[config.mk]
export PLATFORM = sky130hd
export DESIGN_NAME = fixed_key_value_map
export DESIGN_NICKNAME = d
export VERILOG_FILES = /design/src/hw/rtl/fkvm_pkg.sv /design/src/hw/rtl/fkvm_ctrl.sv /design/src/hw/rtl/fkvm_dp.sv /design/src/hw/rtl/fixed_key_value_map.sv
export SDC_FILE = /design/constraint.sdc
export NUM_CORES = 2
export LEC_CHECK = 0
export BUFFER_PORTS_ARGS = -buffer_cell sky130_fd_sc_hd__buf_2
export CORE_ASPECT_RATIO = 1.75
export CORE_MARGIN = 3
export CORE_UTILIZATION = 55
export DETAILED_ROUTE_END_ITERATION = 10
export PLACE_DENSITY = 0.67
export SYNTH_ARGS = -nofsm -noshare
export SYNTH_HDL_FRONTEND = slang
export SYNTH_SLANG_ARGS = --single-unit
[constraint.sdc]
create_clock -name clock -period 5.3 [get_ports clock]
set_input_delay 0 -clock clock [delete_from_list [all_inputs] [get_ports clock]]
set_output_delay 0 -clock clock [all_outputs]
set_load 0.005 [all_outputs]
[src/hw/rtl/fkvm_pkg.sv]
// Shared types and constants of the fixed-length key dictionary.
package fkvm_pkg;

   localparam int unsigned VALUE_W = 10;
   localparam int unsigned IN_VALUE_W = 16;
   localparam int unsigned STATUS_W = 3;
   localparam logic [IN_VALUE_W-1:0] VALUE_LIMIT = 16'd1000;

   typedef enum logic [STATUS_W-1:0] {
      ST_INSERTED = 3'd0,
      ST_REPLACED = 3'd1,
      ST_FULL     = 3'd2,
      ST_HIT      = 3'd3,
      ST_MISS     = 3'd4
   } status_type;

   typedef enum logic [2:0] {
      S_IDLE,
      S_SCAN,
      S_DRAIN,
      S_FINISH
   } state_type;

   typedef struct packed {
      logic load;
      logic issue;
      logic capture;
      logic finish;
   } cmd_type;

   typedef struct packed {
      logic empty;
      logic issue_last;
      logic cmp_valid;
      logic cmp_match;
      logic cmp_last;
      logic out_free;
   } stat_type;

endpackage

[src/hw/rtl/fkvm_ctrl.sv]
// Controller state machine that sequences the scan, the update and the result.
module fkvm_ctrl (
   input  logic              clock,
   input  logic              reset,
   input  logic              req_valid,
   output logic              req_ready,
   input  fkvm_pkg::stat_type stat,
   output fkvm_pkg::cmd_type  cmd
);

   fkvm_pkg::state_type state_ff;
   fkvm_pkg::state_type state_in;

   always_ff @(posedge clock) begin
      if (reset) begin
         state_ff <= fkvm_pkg::S_IDLE;
      end else begin
         state_ff <= state_in;
      end
   end

   always_comb begin
      state_in = state_ff;
      req_ready = 1'b0;
      cmd = '0;
      unique case (state_ff)
         fkvm_pkg::S_IDLE: begin
            req_ready = 1'b1;
            if (req_valid) begin
               cmd.load = 1'b1;
               state_in = stat.empty ? fkvm_pkg::S_FINISH : fkvm_pkg::S_SCAN;
            end
         end
         fkvm_pkg::S_SCAN: begin
            cmd.issue = 1'b1;
            cmd.capture = 1'b1;
            if (stat.cmp_valid && stat.cmp_match) begin
               state_in = fkvm_pkg::S_FINISH;
            end else if (stat.issue_last) begin
               state_in = fkvm_pkg::S_DRAIN;
            end
         end
         fkvm_pkg::S_DRAIN: begin
            cmd.capture = 1'b1;
            if (stat.cmp_valid && (stat.cmp_match || stat.cmp_last)) begin
               state_in = fkvm_pkg::S_FINISH;
            end
         end
         fkvm_pkg::S_FINISH: begin
            if (stat.out_free) begin
               cmd.finish = 1'b1;
               state_in = fkvm_pkg::S_IDLE;
            end
         end
         default: begin
            state_in = fkvm_pkg::S_IDLE;
         end
      endcase
   end

endmodule

[src/hw/rtl/fkvm_dp.sv]
// Datapath with the key and value memories, scan pointer, fill count and result register.
module fkvm_dp #(
   parameter int unsigned ENTRIES = 64,
   parameter int unsigned KEY_BYTES = 3
) (
   input  logic                              clock,
   input  logic                              reset,
   input  fkvm_pkg::cmd_type                 cmd,
   output fkvm_pkg::stat_type                stat,
   input  logic                              req_mode,
   input  logic [8*KEY_BYTES-1:0]            req_key,
   input  logic [fkvm_pkg::IN_VALUE_W-1:0]   req_value,
   output logic                              rsp_valid,
   input  logic                              rsp_ready,
   output logic [fkvm_pkg::STATUS_W-1:0]     rsp_status,
   output logic [fkvm_pkg::VALUE_W-1:0]      rsp_found_value
);

   localparam int unsigned KEY_W = 8 * KEY_BYTES;
   localparam int unsigned ADDR_W = (ENTRIES > 1) ? $clog2(ENTRIES) : 1;
   localparam int unsigned CNT_W = $clog2(ENTRIES + 1);
   localparam logic [CNT_W-1:0] FULL_COUNT = CNT_W'(ENTRIES);

   logic [KEY_W-1:0]              key_mem [ENTRIES];
   logic [fkvm_pkg::VALUE_W-1:0]  val_mem [ENTRIES];

   logic                          mode_ff;
   logic [KEY_W-1:0]              key_ff;
   logic [fkvm_pkg::VALUE_W-1:0]  sat_ff;
   logic [ADDR_W-1:0]             rd_addr_ff;
   logic [ADDR_W-1:0]             cmp_addr_ff;
   logic                          cmp_valid_ff;
   logic [KEY_W-1:0]              key_rd_ff;
   logic [fkvm_pkg::VALUE_W-1:0]  val_rd_ff;
   logic                          hit_ff;
   logic [ADDR_W-1:0]             hit_addr_ff;
   logic [fkvm_pkg::VALUE_W-1:0]  hit_value_ff;
   logic [CNT_W-1:0]              fill_ff;
   logic                          rsp_valid_ff;
   fkvm_pkg::status_type          status_ff;
   logic [fkvm_pkg::VALUE_W-1:0]  found_ff;

   logic [CNT_W-1:0]              fill_in;
   logic                          rsp_valid_in;
   fkvm_pkg::status_type          status_in;
   logic [fkvm_pkg::VALUE_W-1:0]  found_in;
   logic [fkvm_pkg::VALUE_W-1:0]  sat_in;
   logic                          wr_en;
   logic [ADDR_W-1:0]             wr_addr;
   logic                          table_full;

   assign table_full = (fill_ff == FULL_COUNT);

   assign sat_in = (req_value > fkvm_pkg::VALUE_LIMIT) ?
                   fkvm_pkg::VALUE_W'(fkvm_pkg::VALUE_LIMIT) :
                   req_value[fkvm_pkg::VALUE_W-1:0];

   assign stat.empty = (fill_ff == '0);
   assign stat.issue_last = ((CNT_W'(rd_addr_ff) + CNT_W'(1)) == fill_ff);
   assign stat.cmp_valid = cmp_valid_ff;
   assign stat.cmp_match = (key_rd_ff == key_ff);
   assign stat.cmp_last = ((CNT_W'(cmp_addr_ff) + CNT_W'(1)) == fill_ff);
   assign stat.out_free = !rsp_valid_ff || rsp_ready;

   always_comb begin
      fill_in = fill_ff;
      rsp_valid_in = rsp_valid_ff && !rsp_ready;
      status_in = status_ff;
      found_in = found_ff;
      wr_en = 1'b0;
      wr_addr = hit_addr_ff;
      if (cmd.finish) begin
         rsp_valid_in = 1'b1;
         found_in = '0;
         if (!mode_ff) begin
            if (hit_ff) begin
               wr_en = 1'b1;
               status_in = fkvm_pkg::ST_REPLACED;
            end else if (!table_full) begin
               wr_en = 1'b1;
               wr_addr = fill_ff[ADDR_W-1:0];
               fill_in = fill_ff + CNT_W'(1);
               status_in = fkvm_pkg::ST_INSERTED;
            end else begin
               status_in = fkvm_pkg::ST_FULL;
            end
         end else if (hit_ff) begin
            status_in = fkvm_pkg::ST_HIT;
            found_in = hit_value_ff;
         end else begin
            status_in = fkvm_pkg::ST_MISS;
         end
      end
   end

   always_ff @(posedge clock) begin
      if (wr_en) begin
         key_mem[wr_addr] <= key_ff;
         val_mem[wr_addr] <= sat_ff;
      end
      key_rd_ff <= key_mem[rd_addr_ff];
      val_rd_ff <= val_mem[rd_addr_ff];
   end

   always_ff @(posedge clock) begin
      if (reset) begin
         fill_ff <= '0;
         rsp_valid_ff <= 1'b0;
         cmp_valid_ff <= 1'b0;
         hit_ff <= 1'b0;
         rd_addr_ff <= '0;
      end else begin
         fill_ff <= fill_in;
         rsp_valid_ff <= rsp_valid_in;
         cmp_valid_ff <= cmd.issue;
         if (cmd.load) begin
            hit_ff <= 1'b0;
            rd_addr_ff <= '0;
         end else begin
            if (cmd.capture && cmp_valid_ff && stat.cmp_match) begin
               hit_ff <= 1'b1;
            end
            if (cmd.issue) begin
               rd_addr_ff <= rd_addr_ff + ADDR_W'(1);
            end
         end
      end
   end

   always_ff @(posedge clock) begin
      status_ff <= status_in;
      found_ff <= found_in;
      cmp_addr_ff <= rd_addr_ff;
      if (cmd.load) begin
         mode_ff <= req_mode;
         key_ff <= req_key;
         sat_ff <= sat_in;
      end
      if (cmd.capture && cmp_valid_ff && stat.cmp_match) begin
         hit_addr_ff <= cmp_addr_ff;
         hit_value_ff <= val_rd_ff;
      end
   end

   assign rsp_valid = rsp_valid_ff;
   assign rsp_status = status_ff;
   assign rsp_found_value = found_ff;

endmodule

[src/hw/rtl/fixed_key_value_map.sv]
// Top level of the fixed-length key dictionary with insert and lookup words.
// One word is worked at a time; the key memory is read one entry per cycle.
// The result word is registered once the scan of the filled entries ends and the output is free;
// an empty table skips the scan, an early hit ends it, and a full table scans all ENTRIES entries.
// A new word is accepted only after the previous result is issued, back in the idle state.
// Synchronous reset clears the fill count and control; memory contents are not cleared.
module fixed_key_value_map #(
   parameter int unsigned ENTRIES = 64,
   parameter int unsigned KEY_BYTES = 3
) (
   input  logic                              clock,
   input  logic                              reset,
   input  logic                              req_valid,
   output logic                              req_ready,
   input  logic                              req_mode,
   input  logic [8*KEY_BYTES-1:0]            req_key,
   input  logic [fkvm_pkg::IN_VALUE_W-1:0]   req_value,
   output logic                              rsp_valid,
   input  logic                              rsp_ready,
   output logic [fkvm_pkg::STATUS_W-1:0]     rsp_status,
   output logic [fkvm_pkg::VALUE_W-1:0]      rsp_found_value
);

   fkvm_pkg::cmd_type  cmd;
   fkvm_pkg::stat_type stat;

   fkvm_ctrl u_ctrl (
      .clock     (clock),
      .reset     (reset),
      .req_valid (req_valid),
      .req_ready (req_ready),
      .stat      (stat),
      .cmd       (cmd)
   );

   fkvm_dp #(
      .ENTRIES   (ENTRIES),
      .KEY_BYTES (KEY_BYTES)
   ) u_dp (
      .clock           (clock),
      .reset           (reset),
      .cmd             (cmd),
      .stat            (stat),
      .req_mode        (req_mode),
      .req_key         (req_key),
      .req_value       (req_value),
      .rsp_valid       (rsp_valid),
      .rsp_ready       (rsp_ready),
      .rsp_status      (rsp_status),
      .rsp_found_value (rsp_found_value)
   );

endmodule

Word-level counts from Yosys, hierarchy flattened
Memories as Yosys holds them, arrays and structs flattened. A register that Yosys moved wholly into a read port is not among the register bits.
Cells that the tools add are included.
{"block": "classes", "magnitude_cmp": 1, "n_bitwise": 3, "n_mux": 29, "addsub": 4, "reduce_logical": 16, "eq_ne": 11}
{"cell": "24-bit == test", "count": 1}
{"cell": "3-bit two-way mux", "count": 8}
{"cell": "6-bit two-way mux", "count": 4}
{"cell": "16-bit by 10-bit > comparator with 1-bit output, second input constant", "count": 1}
{"cell": "6-bit by 1-bit adder with 7-bit output, second input constant", "count": 2}
{"cell": "7-bit == test", "count": 2}
{"cell": "1-bit two-way mux", "count": 14}
{"cell": "3-bit case mux with 4 select lines", "count": 1}
{"cell": "4-bit AND reduction", "count": 2}
{"cell": "7-bit by 1-bit adder with 7-bit output, second input constant", "count": 1}
{"cell": "7-bit == test, second input constant", "count": 1}
{"cell": "7-bit logical NOT", "count": 1}
{"cell": "6-bit by 1-bit adder with 6-bit output, second input constant", "count": 1}
{"cell": "3-bit by 2-bit == test with 1-bit output, second input constant", "count": 2}
{"cell": "1-bit logical AND", "count": 5}
{"cell": "2-bit two-way mux", "count": 2}
{"cell": "2-bit inequality test, second input constant", "count": 2}
{"cell": "2-bit OR reduction", "count": 2}
{"cell": "3-bit by 1-bit == test with 1-bit output, second input constant", "count": 1}
{"cell": "3-bit logical NOT", "count": 1}
{"cell": "3-bit by 2-bit inequality test with 1-bit output, second input constant", "count": 1}
{"cell": "1-bit inverter", "count": 3}
{"cell": "1-bit logical NOT", "count": 2}
{"cell": "1-bit logical OR", "count": 2}
{"cell": "other kinds (2)", "count": 2}
{"block": "totals", "memories": 2, "output_inout_bits": 15, "reg_bits": 89, "mem_bits_rw": 2176}
{"memory": "u_dp.key_mem", "words": 64, "word_bits": 24, "rd": 1, "rd_ports_with_merged_regs": 1, "write_ports": 1, "line": "fkvm_dp.sv:24", "text": "logic [KEY_W-1:0] key_mem [ENTRIES];"}
{"memory": "u_dp.val_mem", "words": 64, "word_bits": 10, "rd": 1, "rd_ports_with_merged_regs": 1, "write_ports": 1, "line": "fkvm_dp.sv:25", "text": "logic [fkvm_pkg::VALUE_W-1:0] val_mem [ENTRIES];"}

Logic depth before layout (Yosys ltp)
{"block": "logic_depth", "ltp_word": 7, "mapped_depth": 12, "depth_no_buf": 8}

Hierarchy
From an unflattened synthesis, not the netlist that was laid out.
{"block": "unflattened", "cells_unflattened": 3767, "hier_area_um2": 87741.7}
{"mod": "fkvm_dp", "seq_area_each_um2": 68385.6, "cells_per_inst": 3741, "area_per_inst_um2": 87518.9, "instances": 1}
{"mod": "fkvm_ctrl", "seq_area_each_um2": 40.0, "cells_per_inst": 26, "area_per_inst_um2": 222.7, "instances": 1}

Worst setup path after synthesis
Ideal clock, no wire load.
{"block": "synth_path", "path_kind": "register to register", "from": "register u_dp.fill_ff[0]", "to": "memory u_dp.key_mem[0][0] (netlist name) (enable)", "n_path_buf": 4, "setup_time_ns": 0.425, "stages_incl_launch_ff": 13, "t_arrival_ns": 3.675, "t_required_ns": 4.875, "path_slack_ns": 1.200, "cell_sequence": "dfxtp_1 clkbuf_1 inv_1 ha_1 and3_1 clkbuf_1 or3_1 buf_2 nand2_1 nand2_1 or2_2 clkbuf_1 nor2_1"}
{"block": "synth_via", "elab_chain_len": 7}
{"item": "from (decl)", "line": "fkvm_dp.sv:38", "text": "logic [CNT_W-1:0] fill_ff;"}
{"item": "from (signal assigned)", "line": "fkvm_dp.sv:113", "text": "fill_ff <= fill_in;"}
{"item": "7-bit == test", "line": "fkvm_dp.sv:52", "text": "assign table_full = (fill_ff == FULL_COUNT);"}
{"item": "1-bit two-way mux", "line": "fkvm_dp.sv:79", "text": "end else if (!table_full) begin"}
{"item": "1-bit two-way mux", "line": "fkvm_dp.sv:76", "text": "if (hit_ff) begin"}
{"item": "1-bit two-way mux", "line": "fkvm_dp.sv:75", "text": "if (!mode_ff) begin"}
{"item": "1-bit two-way mux", "line": "fkvm_dp.sv:72", "text": "if (cmd.finish) begin"}
{"item": "1-bit two-way mux", "line": "fkvm_dp.sv:97", "text": "if (wr_en) begin"}
{"item": "1-bit two-way mux (not written as such)", "line": "fkvm_dp.sv:98", "text": "key_mem[wr_addr] <= key_ff;"}
{"item": "to (decl)", "line": "fkvm_dp.sv:24"}
Parallel ways exist; a longest one is shown, timed or not.

Worst setup path after layout
{"block": "layout_path", "from": "register u_dp.fill_ff[0]", "to": "memory u_dp.key_mem[40][15] (netlist name) (enable)"}
Same word-level chain as after synthesis.

==> impl_metrics.ini <==
[clock_tree]
holdBufCountCts = 77
insertion_delay_ps = 830
clk_path_buf_depth = 4
ctsHtreeMaxLevel = 4
tritoncts = built
clk_pin_slew_ps = 70
clock_sinks = 2298
cts-buffers-inserted = 201
clock-root-buffer = clkbuf_16
post_cts_buffers = 0
ctsResizeCount = 0

[routing]
first_pass_iters = 5
ant_nets = 0
vias_per_cell = 6.53
wl_per_cell_um = 36.1
vias = 39700
wl_mm = 219
drc_errors = 0
drt-initial-drc-count = 4845

[worst_setup_path]
path_max_fanout = 25
worstPathArrival_ps = 4690
worst-path-buf-inv = 2
worstPathRequired_ps = 5840
startpoint_type = flop
slowest_stage = nor2_4
crit_family = simple AND/OR/NAND/NOR gates
crit_path_cell_trace = inv_1, ha_1, and3_1, or3_1, o21ai_0, nand2_1, nor2_4, buf_4
path_class = flop to flop
max_stage_delay_ps = 890
cp-end-kind = flop

[logic_synthesis]
synth-seq-cells = 2298
synth.area.top_cells = edfxtp_1, mux4_2, dfxtp_1
ys.warnings.count = 0
synth_common_cells = edfxtp_1, mux4_2, nor2_1
syn-num-nets = 3622
synthDistinctLibCells = 50
avgSynthCellArea_sq_um = 24.5
synth_edf_count = 2240
synth_most_common_cell = edfxtp_1
synth_area_sq_mm = 0.0874
ys_async_sr_fraction_pct = 0
synth_ff_type = edfxtp_1
synth-seq-area-share_pct = 78.3
synth_top_area_cell = edfxtp_1
syn_inst = 3569
synth_top_area_share_pct = 77.0

[sta]
min_period_over_period_pct = 78.3
setup_viol = 0
fin_skew_ps = 52.3
slew_viol_final = 0
max_clock_freq_mhz = 241
tightest_slew_ps = 1260
relSlewSlack_pct = 16.2
layout_min_cycle_time_ps = 4150
tns_ps = 0
report.final.hold_viol_count = 0
grt_setup_unrepaired = no

[place]
io_buffers = 59
place_area_sq_mm = 0.0915
gp_congestion = 0.877
dp_hpwl_mm = 135

[power]
power.density_mw_per_mm2 = 399
peakVddDrop_mv = 0.277
finalPower_uw = 39300
p_leak_uw = 0.0294

[cells_and_area]
drive_gt1_share_pct = 31.8
areaGrowthSynthToFinish_pct = 12.8
fin_nets = 3941
postLayoutCellArea_sq_mm = 0.0986
fillers = 10400
fin_util_pct = 62.7

[floorplan]
core_sq_mm = 0.157
die-area_sq_mm = 0.164
io_pins = 60
die_h_um = 533
start_util_pct = 55.6
num_rows = 192
die_x_um = 307

[grt]
use_met1_pct = 34.6
track_usage_pct = 27.3
grtUsageMet2_pct = 47.7
grt_overflow = 0
use_met3_pct = 4.34
grt_pass1_wl_mm = 313
antenna_found_initial = 19
grt_max_degree = 84
grt_busiest_layer = met2
first_global_vias = 41100

[job]
drv_cap = 0

[min_path]
min_path_type = input pin to flop

[run_status]
status = completed
-- stage by stage --
step / setup WS, ps / hold slack [ps] / std cells
2_1_floorplan: 1200 / 98.9 / 3569
5_1_grt: 962 / -0.400 / 6076
3_5_place_dp: 1240 / 178 / 5645
3_3_place_gp: 1380 / 179 / 5645
6_report: 1150 / 61.3 / 6083
4_1_cts: 1220 / 1.61 / 6075
-- area by class of cell --
type	instances	area (sq um)	share of cell area, %
Clock buffer	256	5430	5.51
Antenna cell	8	20.0	0.0203
Clock inverter	97	867	0.880
Inverter	9	33.8	0.0343
Sequential cell	2298	68400	69.4
Timing Repair Buffer	301	2760	2.79
Multi-Input combinational cell	1077	18500	18.7
Tap cell	2037	2550	2.59
-- metal layers --
metal,vias to the layer above,wire (um)
met1,21600,76900
met5,-,69
met4,10,9810
li1,16000,-
met3,375,15300
met2,1757,117000
-- kinds of logic after synthesis --
logic type	count (synthesis)	synth area share, %
AO/OA/AOI/OAI	75	0.548
XOR/XNOR	47	0.471
adder cells (fa/ha/maj)	8	0.115
buffers and inverters	194	1.10
flip-flops	2298	78.3
multiplexers	718	18.2
AND/OR/NAND/NOR	229	1.29
-- flip-flops by register name, summed over array words and instances (netlist names), 2 cells and up --
name	count
u_dp.rsp_found_value	10
u_dp.key_ff	24
u_dp.rd_addr_ff	6
u_dp.hit_value_ff	10
u_dp.rsp_status	3
u_dp.key_rd_ff	24
u_dp.key_mem	1536
u_dp.cmp_addr_ff	6
u_dp.val_rd_ff	10
u_dp.hit_addr_ff	6
u_ctrl.state_ff	2
u_dp.val_mem	640
u_dp.fill_ff	7
u_dp.sat_ff	10
-- report_power, final --
part	internal, uW	switching, uW	leakage [uW]
clock network	7910	6280	0.00309
logic	1780	2520	0.00576
registers	20600	196	0.0205
total	30300	9000	0.0294
-- path summary, 6_finish.rpt --
check | startpoint | end | slack (ps) | depth (start not counted)
setup / recovery | u_dp.fill_ff[0] | u_dp.key_mem[40][15] | 1150 | 8
hold / removal | req_key[19] | u_dp.key_ff[19] | 60 | 2
setup reg to reg | u_dp.fill_ff[0] | u_dp.key_mem[40][15] | 1150 | 8
hold reg to reg | u_dp.val_rd_ff[1] | u_dp.hit_value_ff[1] | 420 | 0
-- worst register-to-register path: stages, from the launching register on --
cell	delay [ps]
dfxtp_1	480
inv_1	130
ha_1	250
and3_1	240
or3_1	600
o21ai_0	390
nand2_1	600
nor2_4	900
buf_4	290
-- placed cells by master, fill, tap and decap left out, types with 23 or more instances in the layout --
master,n
nor2b_1,25
xnor2_1,37
nand2_1,36
nor2_4,64
edfxtp_1,2240
clkbuf_1,39
dfxtp_1,52
buf_2,59
buf_4,129
dlygate4sd3_1,77
a21oi_1,27
clkinv_1,31
nor2_1,25
mux2i_1,23
clkinv_2,38
buf_12,36
mux4_2,694
clkbuf_16,204
Note: power is estimated with default switching activity, not from simulation.
